===== config.mk =====
export PLATFORM = sky130hd
export DESIGN_NAME = tank_level_pump_alarm_control_flat
export DESIGN_NICKNAME = d
export VERILOG_FILES = /design/src/sv/tlpac_pkg.sv /design/src/sv/tlpac_in_if.sv /design/src/sv/tlpac_out_if.sv /design/src/sv/tank_level_pump_alarm_control.sv /design/src/sv/tlpac_step.sv /design/src/flat_wrapper.sv
export SDC_FILE = /design/constraint.sdc
export NUM_CORES = 1
export LEC_CHECK = 0
export ABC_AREA = 1
export BUFFER_PORTS_ARGS = -buffer_cell sky130_fd_sc_hd__buf_4
export CORE_UTILIZATION = 60
export DETAILED_ROUTE_END_ITERATION = 8
export GPL_TIMING_DRIVEN = 0
export PLACE_DENSITY = 0.81
export SETUP_SLACK_MARGIN = 0.1
export SLEW_MARGIN = 20
export SYNTH_ARGS = -nofsm -noshare
export SYNTH_HDL_FRONTEND = slang
export SYNTH_SLANG_ARGS = --single-unit

===== constraint.sdc =====
create_clock -name i_clk -period 3.05 [get_ports i_clk]
set_clock_uncertainty 0.15 [all_clocks]
set_input_delay 0.61 -clock i_clk [delete_from_list [all_inputs] [get_ports i_clk]]
set_output_delay 0.61 -clock i_clk [all_outputs]
set_load 0.01 [all_outputs]

===== src/sv/tlpac_pkg.sv =====
package tlpac_pkg;

    localparam int unsigned LEVEL_W = 16;
    localparam int unsigned COUNT_W = 4;
    localparam int unsigned CFG_IDX_W = 3;
    localparam int unsigned CFG_DATA_W = 16;

    localparam logic [COUNT_W-1:0] ZERO_COUNT_MAX = 4'd15;

    typedef enum logic [CFG_IDX_W-1:0] {
        CFG_HIGH_BAND_LOW    = 3'd0,
        CFG_HIGH_BAND_HIGH   = 3'd1,
        CFG_LOW_BAND_LOW     = 3'd2,
        CFG_LOW_BAND_HIGH    = 3'd3,
        CFG_INLET_STOP_LEVEL = 3'd4,
        CFG_ALARM_HIGH_LEVEL = 3'd5,
        CFG_ALARM_LOW_LEVEL  = 3'd6,
        CFG_ZERO_RUN_LIMIT   = 3'd7
    } t_cfg_idx;

    typedef struct packed {
        logic [LEVEL_W-1:0] high_band_low;
        logic [LEVEL_W-1:0] high_band_high;
        logic [LEVEL_W-1:0] low_band_low;
        logic [LEVEL_W-1:0] low_band_high;
        logic [LEVEL_W-1:0] inlet_stop_level;
        logic [LEVEL_W-1:0] alarm_high_level;
        logic [LEVEL_W-1:0] alarm_low_level;
        logic [COUNT_W-1:0] zero_run_limit;
    } t_cfg;

    localparam t_cfg CFG_RESET = '{
        high_band_low:    16'd1200,
        high_band_high:   16'd1400,
        low_band_low:     16'd300,
        low_band_high:    16'd400,
        inlet_stop_level: 16'd500,
        alarm_high_level: 16'd1400,
        alarm_low_level:  16'd200,
        zero_run_limit:   4'd10
    };

    typedef struct packed {
        logic               inlet_on;
        logic               outlet_on;
        logic               alarm_on;
        logic               reset_latch;
        logic [COUNT_W-1:0] zero_run_count;
    } t_state;

    localparam t_state STATE_RESET = '{
        inlet_on:       1'b0,
        outlet_on:      1'b0,
        alarm_on:       1'b0,
        reset_latch:    1'b0,
        zero_run_count: '0
    };

endpackage


===== src/sv/tlpac_in_if.sv =====
interface tlpac_in_if;
    import tlpac_pkg::*;

    logic               valid;
    logic               ready;
    logic [LEVEL_W-1:0] level;
    logic               reset_button;
    logic               outlet_button;

    modport source (output valid, output level, output reset_button, output outlet_button,
                    input ready);
    modport sink (input valid, input level, input reset_button, input outlet_button,
                  output ready);
endinterface


===== src/sv/tlpac_out_if.sv =====
interface tlpac_out_if;
    logic valid;
    logic ready;
    logic inlet_pump;
    logic outlet_pump;
    logic alarm;
    logic reset_pending;

    modport source (output valid, output inlet_pump, output outlet_pump, output alarm,
                    output reset_pending, input ready);
    modport sink (input valid, input inlet_pump, input outlet_pump, input alarm,
                  input reset_pending, output ready);
endinterface


===== src/sv/tank_level_pump_alarm_control.sv =====
// Tank level controller: each item is one level reading with the alarm reset and manual
// outlet buttons, and gives one result with the inlet pump, outlet pump, alarm and pending
// reset drives after that reading. An item is taken in every cycle unless o_out.ready stalls
// the result; the state update on the input register sets the result register. The user must
// write thresholds through the configuration port only while no item is in flight; the block
// does not enforce it. Out-of-range values behave as plain 16-bit unsigned compares.
module tank_level_pump_alarm_control (
    input  logic                              i_clk,
    input  logic                              i_rst_n,
    input  logic                              i_cfg_we,
    input  logic [tlpac_pkg::CFG_IDX_W-1:0]   i_cfg_idx,
    input  logic [tlpac_pkg::CFG_DATA_W-1:0]  i_cfg_data,
    tlpac_in_if.sink                          i_in,
    tlpac_out_if.source                       o_out
);
    import tlpac_pkg::*;

    t_cfg               r_cfg;
    t_state             r_state;
    t_state             n_state;
    logic               r_in_valid;
    logic [LEVEL_W-1:0] r_level;
    logic               r_reset_button;
    logic               r_outlet_button;
    logic               r_out_valid;
    logic               r_inlet_pump;
    logic               r_outlet_pump;
    logic               r_alarm;
    logic               r_reset_pending;
    logic               adv;

    assign adv        = r_in_valid && (!r_out_valid || o_out.ready);
    assign i_in.ready = !r_in_valid || adv;

    // configuration registers
    always_ff @(posedge i_clk) begin
        if (!i_rst_n) begin
            r_cfg <= CFG_RESET;
        end else if (i_cfg_we) begin
            case (t_cfg_idx'(i_cfg_idx))
                CFG_HIGH_BAND_LOW:    r_cfg.high_band_low    <= i_cfg_data;
                CFG_HIGH_BAND_HIGH:   r_cfg.high_band_high   <= i_cfg_data;
                CFG_LOW_BAND_LOW:     r_cfg.low_band_low     <= i_cfg_data;
                CFG_LOW_BAND_HIGH:    r_cfg.low_band_high    <= i_cfg_data;
                CFG_INLET_STOP_LEVEL: r_cfg.inlet_stop_level <= i_cfg_data;
                CFG_ALARM_HIGH_LEVEL: r_cfg.alarm_high_level <= i_cfg_data;
                CFG_ALARM_LOW_LEVEL:  r_cfg.alarm_low_level  <= i_cfg_data;
                CFG_ZERO_RUN_LIMIT:   r_cfg.zero_run_limit   <= i_cfg_data[COUNT_W-1:0];
                default: ;
            endcase
        end
    end

    // input register
    always_ff @(posedge i_clk) begin
        if (!i_rst_n) begin
            r_in_valid <= 1'b0;
        end else if (i_in.ready) begin
            r_in_valid <= i_in.valid;
        end
    end

    always_ff @(posedge i_clk) begin
        if (i_in.valid && i_in.ready) begin
            r_level         <= i_in.level;
            r_reset_button  <= i_in.reset_button;
            r_outlet_button <= i_in.outlet_button;
        end
    end

    tlpac_step u_step (
        .i_cfg           (r_cfg),
        .i_state         (r_state),
        .i_level         (r_level),
        .i_reset_button  (r_reset_button),
        .i_outlet_button (r_outlet_button),
        .o_next          (n_state)
    );

    always_ff @(posedge i_clk) begin
        if (!i_rst_n) begin
            r_state <= STATE_RESET;
        end else if (adv) begin
            r_state <= n_state;
        end
    end

    // result register
    always_ff @(posedge i_clk) begin
        if (!i_rst_n) begin
            r_out_valid <= 1'b0;
        end else if (adv) begin
            r_out_valid <= 1'b1;
        end else if (o_out.ready) begin
            r_out_valid <= 1'b0;
        end
    end

    always_ff @(posedge i_clk) begin
        if (adv) begin
            r_inlet_pump    <= n_state.inlet_on;
            r_outlet_pump   <= n_state.outlet_on;
            r_alarm         <= n_state.alarm_on;
            r_reset_pending <= n_state.reset_latch;
        end
    end

    assign o_out.valid         = r_out_valid;
    assign o_out.inlet_pump    = r_inlet_pump;
    assign o_out.outlet_pump   = r_outlet_pump;
    assign o_out.alarm         = r_alarm;
    assign o_out.reset_pending = r_reset_pending;

    a_alarm_stops_pumps: assert property (@(posedge i_clk) disable iff (!i_rst_n)
        r_state.alarm_on |-> (!r_state.inlet_on && !r_state.outlet_on))
        else $error("pump running while alarm on");

    a_one_pump: assert property (@(posedge i_clk) disable iff (!i_rst_n)
        !(r_state.inlet_on && r_state.outlet_on))
        else $error("both pumps running");

    a_nonzero_clears_count: assert property (@(posedge i_clk) disable iff (!i_rst_n)
        (adv && (r_level != '0)) |=> (r_state.zero_run_count == '0))
        else $error("zero run count not cleared");

    a_result_follows_state: assert property (@(posedge i_clk) disable iff (!i_rst_n)
        adv |=> (r_alarm == r_state.alarm_on) && (r_reset_pending == r_state.reset_latch))
        else $error("result does not match state");

endmodule


===== src/sv/tlpac_step.sv =====
module tlpac_step (
    input  tlpac_pkg::t_cfg                  i_cfg,
    input  tlpac_pkg::t_state                i_state,
    input  logic [tlpac_pkg::LEVEL_W-1:0]    i_level,
    input  logic                             i_reset_button,
    input  logic                             i_outlet_button,
    output tlpac_pkg::t_state                o_next
);
    import tlpac_pkg::*;

    logic latch;
    logic trip;
    logic in_high_band;
    logic in_low_band;
    logic in_clear_band;
    logic level_zero;

    assign level_zero    = (i_level == '0);
    assign in_high_band  = (i_level >= i_cfg.high_band_low) && (i_level <= i_cfg.high_band_high);
    assign in_low_band   = (i_level >= i_cfg.low_band_low) && (i_level <= i_cfg.low_band_high);
    assign in_clear_band = (i_level >= i_cfg.low_band_low) && (i_level <= i_cfg.high_band_low);
    assign latch         = i_state.reset_latch | i_reset_button;

    always_comb begin
        o_next             = i_state;
        o_next.reset_latch = latch;
        trip               = 1'b0;
        if (i_state.alarm_on && latch) begin
            o_next.alarm_on = 1'b0;
        end
        if (level_zero) begin
            if (i_state.zero_run_count != ZERO_COUNT_MAX) begin
                o_next.zero_run_count = i_state.zero_run_count + 1'b1;
            end
            if ((o_next.zero_run_count >= i_cfg.zero_run_limit) && !i_state.alarm_on
                    && !latch) begin
                trip = 1'b1;
            end
        end else begin
            o_next.zero_run_count = '0;
            // at most one pump action per item
            if (!i_state.inlet_on && !i_state.outlet_on && !i_state.alarm_on) begin
                if (in_high_band) begin
                    o_next.inlet_on = 1'b1;
                end else if (in_low_band || i_outlet_button) begin
                    o_next.outlet_on = 1'b1;
                end
            end else if (i_state.inlet_on && (i_level <= i_cfg.inlet_stop_level)) begin
                o_next.inlet_on = 1'b0;
            end else if ((i_state.outlet_on && (i_level >= i_cfg.high_band_low))
                    || i_outlet_button) begin
                o_next.outlet_on = 1'b0;
            end
            if (!i_state.alarm_on && !latch) begin
                if ((i_level >= i_cfg.alarm_high_level) || (i_level <= i_cfg.alarm_low_level)) begin
                    trip = 1'b1;
                end
            end else if (in_clear_band) begin
                o_next.alarm_on    = 1'b0;
                o_next.reset_latch = 1'b0;
            end
        end
        if (trip) begin
            o_next.alarm_on  = 1'b1;
            o_next.inlet_on  = 1'b0;
            o_next.outlet_on = 1'b0;
        end
    end
endmodule

===== src/flat_wrapper.sv =====
// flat-port wrapper written by rule: the top's interface ports become plain ports
module tank_level_pump_alarm_control_flat import tlpac_pkg::*;
  (i_clk, i_rst_n, i_cfg_we, i_cfg_idx, i_cfg_data, i_in_valid, i_in_level, i_in_reset_button, i_in_outlet_button, i_in_ready, o_out_valid, o_out_inlet_pump, o_out_outlet_pump, o_out_alarm, o_out_reset_pending, o_out_ready);
  tlpac_in_if i_in_i ();
  tlpac_out_if o_out_i ();
  input  logic i_clk;
  input  logic i_rst_n;
  input  logic i_cfg_we;
  input  logic [tlpac_pkg::CFG_IDX_W-1:0] i_cfg_idx;
  input  logic [tlpac_pkg::CFG_DATA_W-1:0] i_cfg_data;
  input wire logic [$bits(i_in_i.valid)-1:0] i_in_valid;
  input wire logic [$bits(i_in_i.level)-1:0] i_in_level;
  input wire logic [$bits(i_in_i.reset_button)-1:0] i_in_reset_button;
  input wire logic [$bits(i_in_i.outlet_button)-1:0] i_in_outlet_button;
  output wire logic [$bits(i_in_i.ready)-1:0] i_in_ready;
  output wire logic [$bits(o_out_i.valid)-1:0] o_out_valid;
  output wire logic [$bits(o_out_i.inlet_pump)-1:0] o_out_inlet_pump;
  output wire logic [$bits(o_out_i.outlet_pump)-1:0] o_out_outlet_pump;
  output wire logic [$bits(o_out_i.alarm)-1:0] o_out_alarm;
  output wire logic [$bits(o_out_i.reset_pending)-1:0] o_out_reset_pending;
  input wire logic [$bits(o_out_i.ready)-1:0] o_out_ready;
  assign i_in_i.valid = i_in_valid;
  assign i_in_i.level = i_in_level;
  assign i_in_i.reset_button = i_in_reset_button;
  assign i_in_i.outlet_button = i_in_outlet_button;
  assign i_in_ready = i_in_i.ready;
  assign o_out_valid = o_out_i.valid;
  assign o_out_inlet_pump = o_out_i.inlet_pump;
  assign o_out_outlet_pump = o_out_i.outlet_pump;
  assign o_out_alarm = o_out_i.alarm;
  assign o_out_reset_pending = o_out_i.reset_pending;
  assign o_out_i.ready = o_out_ready;
  tank_level_pump_alarm_control u_core (.i_clk(i_clk), .i_rst_n(i_rst_n), .i_cfg_we(i_cfg_we), .i_cfg_idx(i_cfg_idx), .i_cfg_data(i_cfg_data), .i_in(i_in_i), .o_out(o_out_i));
endmodule

==> impl_metrics.prom <==
# TYPE chip_impl_metric gauge
chip_impl_info{name="synth_area_leaders",value="sky130_fd_sc_hd__dfxtp_1 31%, sky130_fd_sc_hd__ha_1 18%, sky130_fd_sc_hd__edfxtp_1 8.1%"} 1
chip_impl_info{name="run_status",value="completed"} 1
chip_impl_metric{name="cts-root-to-sink-buffers",unit=""} 2
chip_impl_metric{name="fp.dieW",unit="µm"} 118.8
chip_impl_metric{name="initial_antenna_violation_count",unit=""} 0
chip_impl_metric{name="first_pass_iters",unit=""} 6
chip_impl_metric{name="synthesis.yosys.warnings",unit=""} 0
chip_impl_metric{name="synth.avg_cell_area",unit="µm²"} 7.953
chip_impl_info{name="rsz0062_at_grt",value="false"} 1
chip_impl_metric{name="dp_hpwl",unit="µm"} 14460
chip_impl_metric{name="boundary_pins",unit=""} 48
chip_impl_metric{name="timing_worst_slew_pin_value",unit="ns"} 0.7360
chip_impl_info{name="cp-start-kind",value="register"} 1
chip_impl_metric{name="cts_inserted_buffers",unit=""} 17
chip_impl_metric{name="mappedNetlistNets",unit=""} 1189
chip_impl_metric{name="synth_edf_count",unit=""} 22
chip_impl_metric{name="gp_routability_congestion",unit=""} 0.8716
chip_impl_metric{name="synthToLayoutAreaGrowth",unit="%"} 13.67
chip_impl_metric{name="die_y",unit="µm"} 118.8
chip_impl_info{name="cpMaxStageDelayCell",value="sky130_fd_sc_hd__mux2_2"} 1
chip_impl_metric{name="final_nets",unit=""} 1253
chip_impl_metric{name="irDropWorstVdd",unit="µV"} 397.3
chip_impl_metric{name="finalWirelength",unit="µm"} 20580
chip_impl_metric{name="fp.dieArea",unit="µm²"} 14120
chip_impl_metric{name="post-place-cells",unit=""} 1251
chip_impl_metric{name="drive_above_1_share",unit="%"} 10.93
chip_impl_metric{name="cpPeakStageDelay",unit="ns"} 0.37
chip_impl_metric{name="initial_core_util",unit="%"} 61.61
chip_impl_metric{name="fmax",unit="MHz"} 372.2
chip_impl_metric{name="finish.cell_count_without_fillers",unit=""} 1283
chip_impl_metric{name="placementRows",unit=""} 42
chip_impl_metric{name="drtIter0Drc",unit=""} 669
chip_impl_metric{name="period_minus_slack",unit="ns"} 2.687
chip_impl_info{name="startpoint",value="u_core.r_state[0]"} 1
chip_impl_metric{name="overflow",unit=""} 0
chip_impl_metric{name="setup_violations",unit=""} 0
chip_impl_metric{name="clk-insertion-delay-late",unit="ns"} 0.43
chip_impl_info{name="ys_dominant_reg_cell",value="sky130_fd_sc_hd__dfxtp_1"} 1
chip_impl_metric{name="report.final.slew_viol_count",unit=""} 0
chip_impl_metric{name="synthArstFlopShare",unit="%"} 0
chip_impl_metric{name="final_hold_violations",unit=""} 0
chip_impl_metric{name="maxCapViolCount",unit=""} 0
chip_impl_info{name="layout_commonest_cell",value="sky130_fd_sc_hd__nand2_1"} 1
chip_impl_metric{name="synth_top_area_share",unit="%"} 30.79
chip_impl_info{name="most_frequent_cells_in_the_layout",value="168 x sky130_fd_sc_hd__nand2_1, 158 x sky130_fd_sc_hd__inv_1, 126 x sky130_fd_sc_hd__dfxtp_1"} 1
chip_impl_metric{name="syn_area",unit="µm²"} 8192
chip_impl_metric{name="postCtsSetupRepairBufs",unit=""} 0
chip_impl_metric{name="clock_input_transition_at_the_sequential_cells_of_the_worst_setup_and_hold_paths",unit="ns"} 0.06
chip_impl_metric{name="wire_length_per_cell_after_detailed_routing",unit="µm"} 16.04
chip_impl_metric{name="global_route.usage.total",unit="%"} 30.42
chip_impl_info{name="hold_class",value="input port to register"} 1
chip_impl_info{name="holdCritStartpoint",value="i_in_level[0]"} 1
chip_impl_metric{name="final_core_util",unit="%"} 70.04
chip_impl_metric{name="postSynthRegisterBits",unit=""} 148
chip_impl_info{name="critPathKind",value="register to register"} 1
chip_impl_metric{name="cts_hold_repair.buffers",unit=""} 0
chip_impl_metric{name="clock_sink_count",unit=""} 148
chip_impl_metric{name="detail_route.vias_per_cell",unit=""} 5.482
chip_impl_metric{name="antenna_cells",unit=""} 0
chip_impl_info{name="cts_tree",value="done"} 1
chip_impl_metric{name="slew_headroom",unit="%"} 50.88
chip_impl_metric{name="worst_ep_required_time",unit="ns"} 3.09
chip_impl_metric{name="detail-route-antenna-nets",unit=""} 0
chip_impl_info{name="cpLargestDelayFamily",value="compound AO/OA/AOI/OAI gates"} 1
chip_impl_metric{name="timing.critical_path.fanout_max",unit=""} 4
chip_impl_metric{name="yosysUniqueCellTypes",unit=""} 34
chip_impl_metric{name="timing.final.crit_share",unit="%"} 88.08
chip_impl_info{name="clock-root-buffer",value="sky130_fd_sc_hd__clkbuf_16"} 1
chip_impl_metric{name="via_count_of_the_first_global_routing_pass",unit=""} 6557
chip_impl_metric{name="numPortBuffers",unit=""} 45
chip_impl_metric{name="grt_start_max_net_pins",unit=""} 19
chip_impl_metric{name="critical_path.n_buffers_inverters",unit=""} 2
chip_impl_metric{name="part_of_the_yosys_area_used_for_sequential_elements",unit="%"} 38.86
chip_impl_metric{name="cts-htree-levels",unit=""} 4
chip_impl_info{name="path_cells",value="ha_1, nand2_1, inv_1, nand2_1, mux2_2, ha_1, o21ai_0, a21oi_1, o21ai_0, a211oi_4, nand2_4, nand3_2, inv_1"} 1
chip_impl_metric{name="setup_total_negative_slack",unit="ns"} 0
chip_impl_info{name="yosys.area.top_type",value="sky130_fd_sc_hd__dfxtp_1"} 1
chip_impl_info{name="worstReg2RegStart",value="u_core.r_state[0]"} 1
chip_impl_metric{name="post_cts_resized",unit=""} 0
chip_impl_metric{name="worstPathArrival",unit="ns"} 2.73
chip_impl_metric{name="vias",unit=""} 7034
chip_impl_metric{name="wire_length_of_the_first_global_routing_pass",unit="µm"} 32650
chip_impl_metric{name="power_per_cell_area",unit="nW/µm²"} 509.8
chip_impl_metric{name="coreArea",unit="µm²"} 13300
chip_impl_metric{name="remaining_drc_errors",unit=""} 0
chip_impl_metric{name="syn-instance-count",unit=""} 1030
chip_impl_metric{name="p_leak",unit="nW"} 4.334
chip_impl_info{name="critical_path.endpoint_type",value="register"} 1
## registers in the layout, indices dropped and copies added (netlist names)
name / flops
u_core.r_in_valid: 1
u_core.r_state: 8
u_core.o_out.outlet_pump: 1
u_core.o_out.inlet_pump: 1
u_core.o_out.valid: 1
u_core.o_out.reset_pending: 1
u_core.r_outlet_button: 1
u_core.r_reset_button: 1
u_core.r_level: 16
u_core.r_cfg: 116
u_core.o_out.alarm: 1
## power breakdown
part | internal (W) | switching (W) | leakage (nW) | total, W
registers | 0.00206 | 0.0000672 | 1.24 | 0.00213
clock network | 0.00123 | 0.000778 | 0.278 | 0.00200
logic | 0.000235 | 0.000377 | 2.82 | 0.000612
total | 0.00352 | 0.00122 | 4.33 | 0.00475
## path summary, 6_finish.rpt
kind,end,slack [ns],cells past startpoint
worst max-delay path,u_core.o_out.inlet_pump,0.36,13
worst min-delay path,u_core.r_level[0],0.20,1
worst max register to register,u_core.o_out.inlet_pump,0.36,13
worst min register to register,u_core.r_cfg[27],0.31,2
## cell usage after synthesis, types with 13 or more instances
cell                         n
sky130_fd_sc_hd__clkbuf_1   16
sky130_fd_sc_hd__a21oi_1   124
sky130_fd_sc_hd__nand3_1    17
sky130_fd_sc_hd__o21ai_0    75
sky130_fd_sc_hd__dfxtp_1   126
sky130_fd_sc_hd__o21ai_1    26
sky130_fd_sc_hd__nor2_1     68
sky130_fd_sc_hd__ha_1      117
sky130_fd_sc_hd__inv_1     158
sky130_fd_sc_hd__buf_2      13
sky130_fd_sc_hd__edfxtp_1   22
sky130_fd_sc_hd__nand2_1   168
sky130_fd_sc_hd__o211ai_1   32
## area by class of cell
cell class                 count  area [µm²]
multi-input combinational    683        4245
fill                        1089        3984
sequential                   148        3183
inverter                     170       638.1
clock buffer                  28       516.7
timing repair buffer          45       337.8
tap                          176       220.2
buffer                        29       125.1
clock inverter                 4       45.04
## layer usage
| metal | global-route usage (%) | wire length (µm) | vias to the layer above |
|---|---|---|---|
| li1 | - | - | 3559 |
| met5 | 0 | 0 | - |
| met2 | 50.18 | 9702 | 205 |
| met4 | 14.79 | 682 | 0 |
| met3 | 4.885 | 1132 | 52 |
| met1 | 38.80 | 9059 | 3218 |
## stage by stage
stage          setup slack [ns]  hold slack [ns]  area, µm²  power [W]
2_1_floorplan            0.5547           0.2831       8192   0.002553
3_3_place_gp             0.4160           0.2947       8750   0.002749
3_5_place_dp             0.3734           0.2991       8750   0.002769
4_1_cts                  0.3746           0.1935       9311   0.004751
5_1_grt                  0.2413           0.1948       9311   0.004935
6_report                 0.3634           0.1996       9311   0.004747
## logic make-up after synthesis
logic type               Yosys count  share of synthesized area, %
multiplexers                       1                        0.1375
adder cells (fa/ha/maj)          117                         17.87
AND/OR/NAND/NOR                  289                         15.14
flip-flops                       148                         38.86
AO/OA/AOI/OAI                    274                         18.47
XOR/XNOR                           2                        0.2139
buffers and inverters            199                         9.317
Power figures use the tool's default switching activity.
